==> config.mk <==
export PLATFORM = sky130hd
export DESIGN_NAME = fixed_point_easing_curve
export DESIGN_NICKNAME = d
export VERILOG_FILES = /design/src/hdl/efc_pkg.sv /design/src/hdl/efc_decode.sv /design/src/hdl/efc_mult.sv /design/src/hdl/efc_finish.sv /design/src/hdl/fixed_point_easing_curve.sv
export SDC_FILE = /design/constraint.sdc
export NUM_CORES = 2
export LEC_CHECK = 0
export ABC_AREA = 1
export BUFFER_PORTS_ARGS = -buffer_cell sky130_fd_sc_hd__buf_2
export CAP_MARGIN = 20
export CORE_MARGIN = 4
export CORE_UTILIZATION = 55
export CTS_CLUSTER_SIZE = 20
export DETAILED_ROUTE_END_ITERATION = 7
export PLACE_DENSITY = 0.71
export SETUP_SLACK_MARGIN = 0.3
export SYNTH_ARGS = -nofsm -noshare
export SYNTH_HDL_FRONTEND = slang
export SYNTH_SLANG_ARGS = --single-unit
==> constraint.sdc <==
create_clock -name clock -period 8.16 [get_ports clock]
set_clock_uncertainty 0.15 [all_clocks]
set_input_delay 0.408 -clock clock [delete_from_list [all_inputs] [get_ports clock]]
set_output_delay 0.408 -clock clock [all_outputs]
set_load 0.05 [all_outputs]
==> src/hdl/efc_pkg.sv <==
package efc_pkg;

   // curve selector codes
   localparam logic [2:0] OP_LINEAR      = 3'd0;
   localparam logic [2:0] OP_OUT_CUBIC   = 3'd1;
   localparam logic [2:0] OP_INOUT_CUBIC = 3'd2;
   localparam logic [2:0] OP_OUT_QUINT   = 3'd3;
   localparam logic [2:0] OP_BOUNCE      = 3'd4;
   localparam logic [2:0] OP_ELASTIC     = 3'd5;

   localparam logic [16:0] ONE_FX = 17'd65536;

   // bounce: 7.5625 in 16.16 is 121 * 4096, so the gain step is *121 then >>4
   localparam logic [15:0] BOUNCE_GAIN = 16'd121;

   // what is left to do on an item as it moves down the pipe
   typedef enum logic [2:0] {
      MODE_DONE,
      MODE_BOUNCE,
      MODE_EL_UP,
      MODE_EL_DOWN,
      MODE_CUBE_OUT,
      MODE_CUBE_LOW,
      MODE_CUBE_HIGH,
      MODE_QUINT
   } mode_type;

   typedef struct packed {
      mode_type    mode;
      logic [16:0] res;
      logic [16:0] mul_a;
      logic [15:0] mul_b;
      logic [15:0] aux;
   } stage_a_type;

   typedef struct packed {
      mode_type    mode;
      logic [16:0] res;
      logic [32:0] prod;
      logic [15:0] aux;
   } stage_b_type;

   typedef struct packed {
      mode_type    mode;
      logic [16:0] res;
      logic [47:0] prod;
      logic [15:0] aux;
   } stage_c_type;

   // out-elastic knots, spaced 1/8 apart
   function automatic logic [16:0] elastic_point(input logic [3:0] idx);
      logic [16:0] v;
      case (idx)
         4'd0:    v = 17'd0;
         4'd1:    v = 17'd88836;
         4'd2:    v = 17'd49152;
         4'd3:    v = 17'd70449;
         4'd4:    v = 17'd63570;
         4'd5:    v = 17'd66322;
         4'd6:    v = 17'd65208;
         4'd7:    v = 17'd65667;
         default: v = 17'd65536;
      endcase
      return v;
   endfunction

endpackage

==> src/hdl/efc_decode.sv <==
module efc_decode import efc_pkg::*; (
   input  logic               clock,
   input  logic               reset,
   input  logic               req_valid,
   output logic               req_stall,
   input  logic [2:0]         req_op,
   input  logic signed [31:0] req_progress,
   output logic               a_valid,
   output stage_a_type        a_data,
   input  logic               a_ready
);

   logic        a_valid_ff;
   stage_a_type a_data_ff;
   stage_a_type a_data_in;
   logic        open;

   logic [15:0] p;
   logic [15:0] q;
   logic [15:0] mag;
   logic [16:0] offset;
   logic [16:0] v0;
   logic [16:0] v1;
   logic [16:0] ediff;
   logic [3:0]  idx;
   logic        is_zero;
   logic        is_one;

   always_comb begin
      p       = req_progress[15:0];
      q       = 16'(ONE_FX - {1'b0, p});
      is_zero = (req_progress == '0) || req_progress[31];
      is_one  = req_progress[30:16] != '0;

      // bounce piece and distance from its center
      if (p < 16'd23795) begin
         mag    = p;
         offset = 17'd0;
      end else if (p < 16'd47590) begin
         mag    = (p >= 16'd35692) ? p - 16'd35692 : 16'd35692 - p;
         offset = 17'd49152;
      end else if (p < 16'd59487) begin
         mag    = (p >= 16'd53538) ? p - 16'd53538 : 16'd53538 - p;
         offset = 17'd60621;
      end else begin
         mag    = (p >= 16'd62462) ? p - 16'd62462 : 16'd62462 - p;
         offset = 17'd64512;
      end

      // elastic segment
      idx   = {1'b0, p[15:13]};
      v0    = elastic_point(idx);
      v1    = elastic_point(idx + 4'd1);
      ediff = (v1 >= v0) ? v1 - v0 : v0 - v1;

      a_data_in.mode  = MODE_DONE;
      a_data_in.res   = {1'b0, p};
      a_data_in.mul_a = {1'b0, q};
      a_data_in.mul_b = q;
      a_data_in.aux   = q;

      if (is_zero) begin
         a_data_in.res = '0;
      end else if (is_one) begin
         a_data_in.res = ONE_FX;
      end else begin
         case (req_op)
            OP_OUT_CUBIC: begin
               a_data_in.mode = MODE_CUBE_OUT;
            end
            OP_INOUT_CUBIC: begin
               if (p < 16'd32768) begin
                  a_data_in.mode  = MODE_CUBE_LOW;
                  a_data_in.mul_a = {1'b0, p};
                  a_data_in.mul_b = p;
                  a_data_in.aux   = p;
               end else begin
                  // 2*(1-p) cubed >> 33 equals (1-p) cubed >> 30
                  a_data_in.mode = MODE_CUBE_HIGH;
               end
            end
            OP_OUT_QUINT: begin
               a_data_in.mode = MODE_QUINT;
            end
            OP_BOUNCE: begin
               a_data_in.mode  = MODE_BOUNCE;
               a_data_in.res   = offset;
               a_data_in.mul_a = {1'b0, mag};
               a_data_in.mul_b = mag;
            end
            OP_ELASTIC: begin
               a_data_in.mode  = (v1 >= v0) ? MODE_EL_UP : MODE_EL_DOWN;
               a_data_in.res   = v0;
               a_data_in.mul_a = ediff;
               a_data_in.mul_b = {p[12:0], 3'b000};
            end
            default: begin
               a_data_in.mode = MODE_DONE;
            end
         endcase
      end
   end

   assign open      = !a_valid_ff || a_ready;
   assign req_stall = !open;

   always_ff @(posedge clock) begin
      if (reset) begin
         a_valid_ff <= 1'b0;
      end else if (open) begin
         a_valid_ff <= req_valid;
      end
   end

   always_ff @(posedge clock) begin
      if (open && req_valid) begin
         a_data_ff <= a_data_in;
      end
   end

   assign a_valid = a_valid_ff;
   assign a_data  = a_data_ff;

endmodule

==> src/hdl/efc_mult.sv <==
module efc_mult import efc_pkg::*; (
   input  logic        clock,
   input  logic        reset,
   input  logic        a_valid,
   input  stage_a_type a_data,
   output logic        a_ready,
   output logic        c_valid,
   output stage_c_type c_data,
   input  logic        c_ready
);

   logic        b_valid_ff;
   stage_b_type b_data_ff;
   stage_b_type b_data_in;
   logic        c_valid_ff;
   stage_c_type c_data_ff;
   stage_c_type c_data_in;
   logic        b_open;
   logic        c_open;

   logic [31:0] x;
   logic [15:0] y;
   logic [15:0] q2;
   logic [33:0] rounded;

   // first multiply: square, bounce square or elastic step
   always_comb begin
      b_data_in.mode = a_data.mode;
      b_data_in.res  = a_data.res;
      b_data_in.aux  = a_data.aux;
      b_data_in.prod = 33'(a_data.mul_a) * 33'(a_data.mul_b);
   end

   // second multiply, elastic finishes here
   always_comb begin
      q2      = b_data_ff.prod[31:16];
      rounded = 34'(b_data_ff.prod) + 34'd65535;
      x       = '0;
      y       = '0;

      c_data_in.mode = b_data_ff.mode;
      c_data_in.res  = b_data_ff.res;
      c_data_in.aux  = b_data_ff.aux;

      case (b_data_ff.mode)
         MODE_CUBE_OUT, MODE_CUBE_LOW, MODE_CUBE_HIGH: begin
            x = b_data_ff.prod[31:0];
            y = b_data_ff.aux;
         end
         MODE_QUINT: begin
            x = {16'b0, q2};
            y = q2;
         end
         MODE_BOUNCE: begin
            x = {16'b0, q2};
            y = BOUNCE_GAIN;
         end
         MODE_EL_UP: begin
            c_data_in.mode = MODE_DONE;
            c_data_in.res  = b_data_ff.res + b_data_ff.prod[32:16];
         end
         MODE_EL_DOWN: begin
            // remainder rounds toward minus infinity
            c_data_in.mode = MODE_DONE;
            c_data_in.res  = b_data_ff.res - 17'(rounded >> 16);
         end
         default: begin
            x = '0;
         end
      endcase

      c_data_in.prod = 48'(x) * 48'(y);
   end

   assign c_open  = !c_valid_ff || c_ready;
   assign b_open  = !b_valid_ff || c_open;
   assign a_ready = b_open;

   always_ff @(posedge clock) begin
      if (reset) begin
         b_valid_ff <= 1'b0;
         c_valid_ff <= 1'b0;
      end else begin
         if (b_open) begin
            b_valid_ff <= a_valid;
         end
         if (c_open) begin
            c_valid_ff <= b_valid_ff;
         end
      end
   end

   always_ff @(posedge clock) begin
      if (b_open && a_valid) begin
         b_data_ff <= b_data_in;
      end
      if (c_open && b_valid_ff) begin
         c_data_ff <= c_data_in;
      end
   end

   assign c_valid = c_valid_ff;
   assign c_data  = c_data_ff;

endmodule

==> src/hdl/efc_finish.sv <==
module efc_finish import efc_pkg::*; (
   input  logic        clock,
   input  logic        reset,
   input  logic        c_valid,
   input  stage_c_type c_data,
   output logic        c_ready,
   output logic        rsp_valid,
   input  logic        rsp_stall,
   output logic [16:0] rsp_eased_value
);

   logic        rsp_valid_ff;
   logic [16:0] rsp_eased_value_ff;
   logic [16:0] rsp_eased_value_in;
   logic        open;
   logic [31:0] prod3;

   always_comb begin
      // third quint multiply: q^4 * q
      prod3 = 32'(c_data.prod[31:16]) * 32'(c_data.aux);

      case (c_data.mode)
         MODE_BOUNCE:    rsp_eased_value_in = c_data.res + c_data.prod[20:4];
         MODE_CUBE_OUT:  rsp_eased_value_in = ONE_FX - {1'b0, c_data.prod[47:32]};
         MODE_CUBE_LOW:  rsp_eased_value_in = c_data.prod[46:30];
         MODE_CUBE_HIGH: rsp_eased_value_in = ONE_FX - c_data.prod[46:30];
         MODE_QUINT:     rsp_eased_value_in = ONE_FX - {1'b0, prod3[31:16]};
         default:        rsp_eased_value_in = c_data.res;
      endcase
   end

   assign open    = !rsp_valid_ff || !rsp_stall;
   assign c_ready = open;

   always_ff @(posedge clock) begin
      if (reset) begin
         rsp_valid_ff <= 1'b0;
      end else if (open) begin
         rsp_valid_ff <= c_valid;
      end
   end

   always_ff @(posedge clock) begin
      if (open && c_valid) begin
         rsp_eased_value_ff <= rsp_eased_value_in;
      end
   end

   assign rsp_valid       = rsp_valid_ff;
   assign rsp_eased_value = rsp_eased_value_ff;

endmodule

==> src/hdl/fixed_point_easing_curve.sv <==
// Fixed-point easing curve unit, 16.16 in and out.
// Request channel: req_valid / req_stall with req_op (curve) and req_progress
// (signed 16.16). A request is taken on a rising edge with req_valid high and
// req_stall low. Result channel: rsp_valid / rsp_stall with rsp_eased_value
// (unsigned 16.16, up to 88836 for elastic overshoot).
// Progress at or below zero gives 0, at or above one gives 65536.
// Pipeline: decode register, two multiply stages, output register. With no
// stall a request passes from the decode register through both multiply
// stages to the output register (four registers deep). One request per cycle
// is sustained while rsp_stall is low; each stage takes one when the next moves.
// Each stage carries its own valid bit and loads whenever it is empty or the
// stage after it moves, so bubbles close up under back-pressure. When the
// receiver holds rsp_stall, the output register keeps its value and the stages
// behind it fill; req_stall rises only once all four hold requests.
// Reset (synchronous, active high) clears every valid bit; data registers are
// not reset. Results come out in request order, one per request.
module fixed_point_easing_curve import efc_pkg::*; (
   input  logic               clock,
   input  logic               reset,
   input  logic               req_valid,
   output logic               req_stall,
   input  logic [2:0]         req_op,
   input  logic signed [31:0] req_progress,
   output logic               rsp_valid,
   input  logic               rsp_stall,
   output logic [16:0]        rsp_eased_value
);

   // clamp, curve decode, operand select, elastic table lookup
   logic        a_valid;
   stage_a_type a_data;
   logic        a_ready;
   // squares, then cubes / fourth power / bounce gain
   logic        c_valid;
   stage_c_type c_data;
   logic        c_ready;

   efc_decode u_decode (
      .clock        (clock),
      .reset        (reset),
      .req_valid    (req_valid),
      .req_stall    (req_stall),
      .req_op       (req_op),
      .req_progress (req_progress),
      .a_valid      (a_valid),
      .a_data       (a_data),
      .a_ready      (a_ready)
   );

   efc_mult u_mult (
      .clock   (clock),
      .reset   (reset),
      .a_valid (a_valid),
      .a_data  (a_data),
      .a_ready (a_ready),
      .c_valid (c_valid),
      .c_data  (c_data),
      .c_ready (c_ready)
   );

   // quint's last multiply and the final subtract, into the output register
   efc_finish u_finish (
      .clock           (clock),
      .reset           (reset),
      .c_valid         (c_valid),
      .c_data          (c_data),
      .c_ready         (c_ready),
      .rsp_valid       (rsp_valid),
      .rsp_stall       (rsp_stall),
      .rsp_eased_value (rsp_eased_value)
   );

endmodule

# After elaboration in Yosys (flattened, before gate mapping)
# Memories as Yosys holds them, arrays and structs flattened.
# Cells that the tools add are included.
dict set report classes {
  bitwise_logic 0
  shift 0
  mux 25
  reduce_logical 20
  n_addsub 17
  eq_ne 17
  n_div 0
  n_mul 3
  order_cmp 8
}
# operator count
set ops {}
lappend ops {{48-bit two-way mux} 3}
lappend ops {{16-bit two-way mux} 7}
lappend ops {{33-bit case mux with 3 select lines} 1}
lappend ops {{17-bit two-way mux} 5}
lappend ops {{17-bit case mux with 5 select lines} 1}
lappend ops {{32-bit case mux with 2 select lines} 1}
lappend ops {{17-bit subtractor} 3}
lappend ops {{16-bit greater-or-equal comparator (second input constant)} 3}
lappend ops {{16-bit less-than comparator (second input constant)} 3}
lappend ops {{32-bit by 16-bit multiplier with 48-bit output} 1}
lappend ops {{16-bit case mux with 3 select lines} 1}
lappend ops {{16-bit subtractor (first input constant)} 3}
lappend ops {{16-bit subtractor (second input constant)} 3}
lappend ops {{20-bit case mux with 2 select lines} 1}
lappend ops {{17-bit adder} 2}
lappend ops {{17-bit case mux with 2 select lines} 1}
lappend ops {{17-bit by 16-bit subtractor with 17-bit output (first input constant)} 2}
lappend ops {{33-bit by 16-bit adder with 33-bit output (second input constant)} 1}
lappend ops {{17-bit by 16-bit multiplier with 33-bit output} 1}
lappend ops {{32-bit zero test} 1}
lappend ops {{16-bit by 16-bit multiplier with 32-bit output} 1}
lappend ops {{3-bit == test (second input constant)} 10}
lappend ops {{17-bit greater-or-equal comparator} 1}
lappend ops {{17-bit subtractor (first input constant)} 1}
lappend ops {{15 further kinds} 33}
dict set report word_totals {
  output_inout_bits 19
  wordCells 112
  memories 2
  mem_bits_rw 0
  ff_bits 243
  latchBits 0
  mem_bits_ro 272
  input_bits 39
}
# name words width rd rd_ports_with_merged_regs wr line
set mem_list {}
lappend mem_list {{(name not given)} 8 17 1 0 0 efc_pkg.sv:53} ;# case (idx)
lappend mem_list {{(name not given)} 8 17 1 0 0 efc_pkg.sv:53}

# Logic depth before layout (Yosys ltp)
dict set report logic_depth {
  word_depth 8
  ltp_mapped 37
  mapped_depth_nobuf 35
}

# Modules after synthesis
# Synthesis repeated with hierarchy kept, for this count alone.
dict set report hier_totals {
  cells_unflattened 7363
  hier_area_um2 54135.7
}
# module instances seq_area_each_um2 cells_each area_per_inst_um2
set by_module_without_submodules {}
lappend by_module_without_submodules {efc_mult 1 4634.4 4042 32962.9}
lappend by_module_without_submodules {efc_finish 1 530.5 1749 11740.0}
lappend by_module_without_submodules {efc_decode 1 2092.0 1572 9432.8}

# Worst setup path after synthesis
# No wires, ideal clock.
dict set report synth_path {
  path_type {register to register}
  start {register u_mult.b_data_ff[67] in the netlist's numbering}
  end {register u_mult.c_data_ff, in the netlist u_mult.c_data[63], data pin}
  period_less_slack_ps 6919
  n_path_buf 3
  path_slack_ps 1241
  t_required_ps 7748
  t_arrival_ps 6507
  stages_incl_launch_ff 31
  setup_time_ps 262
  cell_sequence {edfxtp_1 -> nand2_4 -> nand2_4 -> buf_6 -> clkbuf_1 -> o22ai_1 -> clkbuf_1 -> nand2_1 -> fa_1 -> inv_1 -> fa_1 -> inv_1 -> fa_1 -> inv_1 -> fa_1 -> inv_1 -> fa_1 -> inv_1 -> fa_1 -> ha_1 -> a21oi_1 -> inv_1 -> a21oi_1 -> o21ai_0 -> nand2_1 -> o211ai_1 -> a21oi_1 -> o21ai_1 -> a21oi_1 -> o21bai_1 -> xor2_1}
}
# element line
set synth_lines {}
lappend synth_lines {{start, declared} efc_mult.sv:13} ;# stage_b_type b_data_ff;
lappend synth_lines {{start signal, assigned} efc_mult.sv:95} ;# b_data_ff <= b_data_in;
lappend synth_lines {{end signal, assigned} efc_mult.sv:98} ;# c_data_ff <= c_data_in;
lappend synth_lines {{end, declared} efc_mult.sv:16} ;# stage_c_type c_data_ff;

==> impl_results.md <==
- Status: completed
- Distinct cell type count after synthesis: 63
- WL/cell: 20.4 um
- Setup Viol. Count Final: 0
- CP max stage delay: 0.53 ns
- Initial Utilization: 0.558
- GPL Wtd Cong: 1.02
- Synth warn: 0
- #FFs+latches synth: 239
- Top-Level Pins: 58
- Critical Path RT: 8.30 ns
- Final wirelength: 157000 um
- Initial DRC count: 4031
- Main synth FF type: edfxtp_1
- Max-slew headroom: 0.324
- Final core occ: 0.588
- Number of enable flip-flop cells after synthesis: 235
- Synthesized netlist net count: 7840
- Die area: 96900 um^2
- Min-Delay Path Class: primary input to flip-flop
- First-pass GRT wire length: 248000 um
- Multi-input gate area: 36300 um^2
- Fmax: 0.133 GHz
- DR DRC count: 0
- Vias per Instance: ~5.6
- CTS buffer count: 27
- Sequential share of the synthesized area: 0.141
- Clock buffer depth: 3
- Fraction of registers with async set/reset: 0
- Fillcell total: 8426
- Setup TNS: 0 ns
- Cells after synthesis: 6574
- Max cap viols: 0
- Slew @ Worst Pin: 1.01 ns
- Num Clock Sinks: approximately 240
- Storage element area: 7140 um^2
- CTS root buf: clkbuf_16
- Drt pass-1 iters: 7
- Clock-pin slew on the worst setup and hold paths: 0.06 ns
- Remaining Overflow, GRT: 0
- Period minus WS final: roughly 7.5 ns
- Fin crit share: 0.918
- Largest net degree at the start of global routing: 70
- Worst-Skew Late Latency: roughly 0.57 ns
- Initial antenna violation count: 1
- Via count: around 43000
- Synth Area per Inst: slightly below 8 um^2
- Die X: just over 300 um
- Mapped Area: 50600 um^2
- CP Launch Type: flip-flop
- Cell Area, Placed: 52100 um^2
- CTS tree: yes
- Max FO, Critical Path: 26
- Number of cell rows: 110
- Critical path type: flip-flop to flip-flop
- Slew Limit Fails: 0
- CP endpoint kind: flip-flop
- Share of layout cells above drive strength 1: 0.0463
- Die H: 311 um
- RSZ-0062 raised after global routing: no
- Core box area: 90600 um^2
- Fin. Hold Viols: 0
- Vias in the first global route: ~45000
- Post-route cell area: 53300 um^2
- Worst Path Arrival: 7.64 ns
- CP max-delay cell: fa_1
- H-tree lvl count: 1
- Setup WS post-layout: approximately 0.67 ns
- Placement Setup Slack: between 0.5 and 0.6 ns
- Post-DP HPWL: 127000 um
- Fin nets: 7794
- Overall Global Routing Usage: 0.326
- Final ANT Viol Nets: 0
- Synth-to-layout area growth: 5.36%
- I/O Buffers: 57
- Most used cell, CP: inv_1
==> metrics by stage <==
stage          std cells  hold WS (ns)
2_1_floorplan       6574         0.250
3_3_place_gp        7657         0.251
3_5_place_dp        7657         0.255
4_1_cts             7708        0.0638
5_1_grt             7723        0.0513
6_report            7725        0.0912
==> sequential cells by signal, summed over array words and instances (netlist names) <==
name                      cells
u_finish.rsp_eased_value     17
u_mult.b_valid_ff             1
u_decode.a_valid              1
u_finish.rsp_valid            1
u_mult.b_data_ff             69
u_mult.c_data                80
u_decode.a_data              69
u_mult.c_valid                1
==> per-layer routing <==
layer,track usage,part of all wire,routed length [um],vias up
met3,0.0545,0.096,15100,475
met2,0.521,0.45,70900,2215
met4,0.143,0.055,8610,2
met5,0,0.000070,11,-
met1,0.441,0.40,62700,20900
li1,-,-,-,19700
==> final cells by class <==
cell class | count | share of cell area
diodes | 2 | 0.0000939
clock buffers | 29 | 0.0128
clock inverters | 19 | 0.00470
inverters | 1658 | 0.117
multi-input cells | 4433 | 0.682
flip-flops and latches | 239 | 0.134
well taps | 1176 | 0.0276
repair buffers | 169 | 0.0220
==> final timing paths <==
check,cells after the start,startpoint,to,slack [ns]
worst min register to register,0,u_decode.a_data[52]$_SDFFCE_PP0P_,u_mult.b_data_ff[52]$_DFFE_PP_,0.27
worst max-delay path,30,u_mult.b_data_ff[67]$_DFFE_PP_,u_mult.c_data[60]$_DFFE_PP_,0.67
worst min-delay path,2,req_op[2],u_decode.a_data[68]$_SDFFCE_PP0P_,0.09
worst max register to register,30,u_mult.b_data_ff[67]$_DFFE_PP_,u_mult.c_data[60]$_DFFE_PP_,0.67
==> critical path, delay by kind of cell (launching register included) <==
kind / cells / cell delay [ns]
xor gates and xnor gates: 1 / 0.16
DFF: 1 / 0.48
adders and majority gates: 7 / 3.24
buffers and inverters: 11 / 1.32
AOI/OAI and AO/OA: 5 / 1.10
and+or+nand+nor: 6 / 0.75
==> cells by family (layout without fill, tap and decap cells) <==
family                   Yosys count  in the layout  share of synthesized area
XOR/XNOR                         129            129                     0.0223
AO/OA/AOI/OAI                    623            623                     0.0725
adder cells (fa/ha/maj)         1227           1227                      0.426
flip-flops                       239            239                      0.141
buffers and inverters           1902           1875                      0.143
AND/OR/NAND/NOR                 2453           2453                      0.196
other                              0              2                          0
multiplexers                       1              1                   0.000198
==> Yosys cell counts (all sizes together), types with 53 or more instances <==
library cell	instances	area [um^2]
inv	1648	6190
nor3	53	270
o21ai	168	867
edfxtp	235	7060
nand2	1625	6150
xor2	98	858
ha	406	5080
clkbuf	211	792
nand3	202	1040
fa	821	16400
nor2	478	1830
nand4	54	338
a21oi	238	1190
o22ai	61	395
==> repair_timing <==
action / CTS / global route
resized for setup: 0 / 14
setup endpoints to repair: 0 / 24
hold buffers: 3 / 0
setup buffers: 0 / 13
hold endpoints to repair: 4 / 0
==> placed cells by master (no fill, tap or decap), drive strengths merged, types with 7 or more instances in the layout <==
| cell | count |
|---|---|
| a211oi | 8 |
| o21bai | 17 |
| o22ai | 61 |
| inv | 1651 |
| xor2 | 98 |
| xnor2 | 31 |
| nor4 | 21 |
| clkbuf | 29 |
| edfxtp | 235 |
| a221oi | 10 |
| ha | 406 |
| nor2 | 478 |
| nand4 | 54 |
| o21ai | 168 |
| nand2 | 1625 |
| nor3 | 53 |
| nand3 | 202 |
| a31oi | 38 |
| o211ai | 25 |
| clkinv | 19 |
| buf | 166 |
| fa | 821 |
| nand3b | 8 |
| a21oi | 238 |
| o221ai | 10 |
| o2111ai | 7 |
| o21a | 11 |
| a22oi | 7 |
| a21boi | 7 |
Power is not shown: default switching activity piles up to over one toggle a cycle in this logic, so the estimate is an artifact.
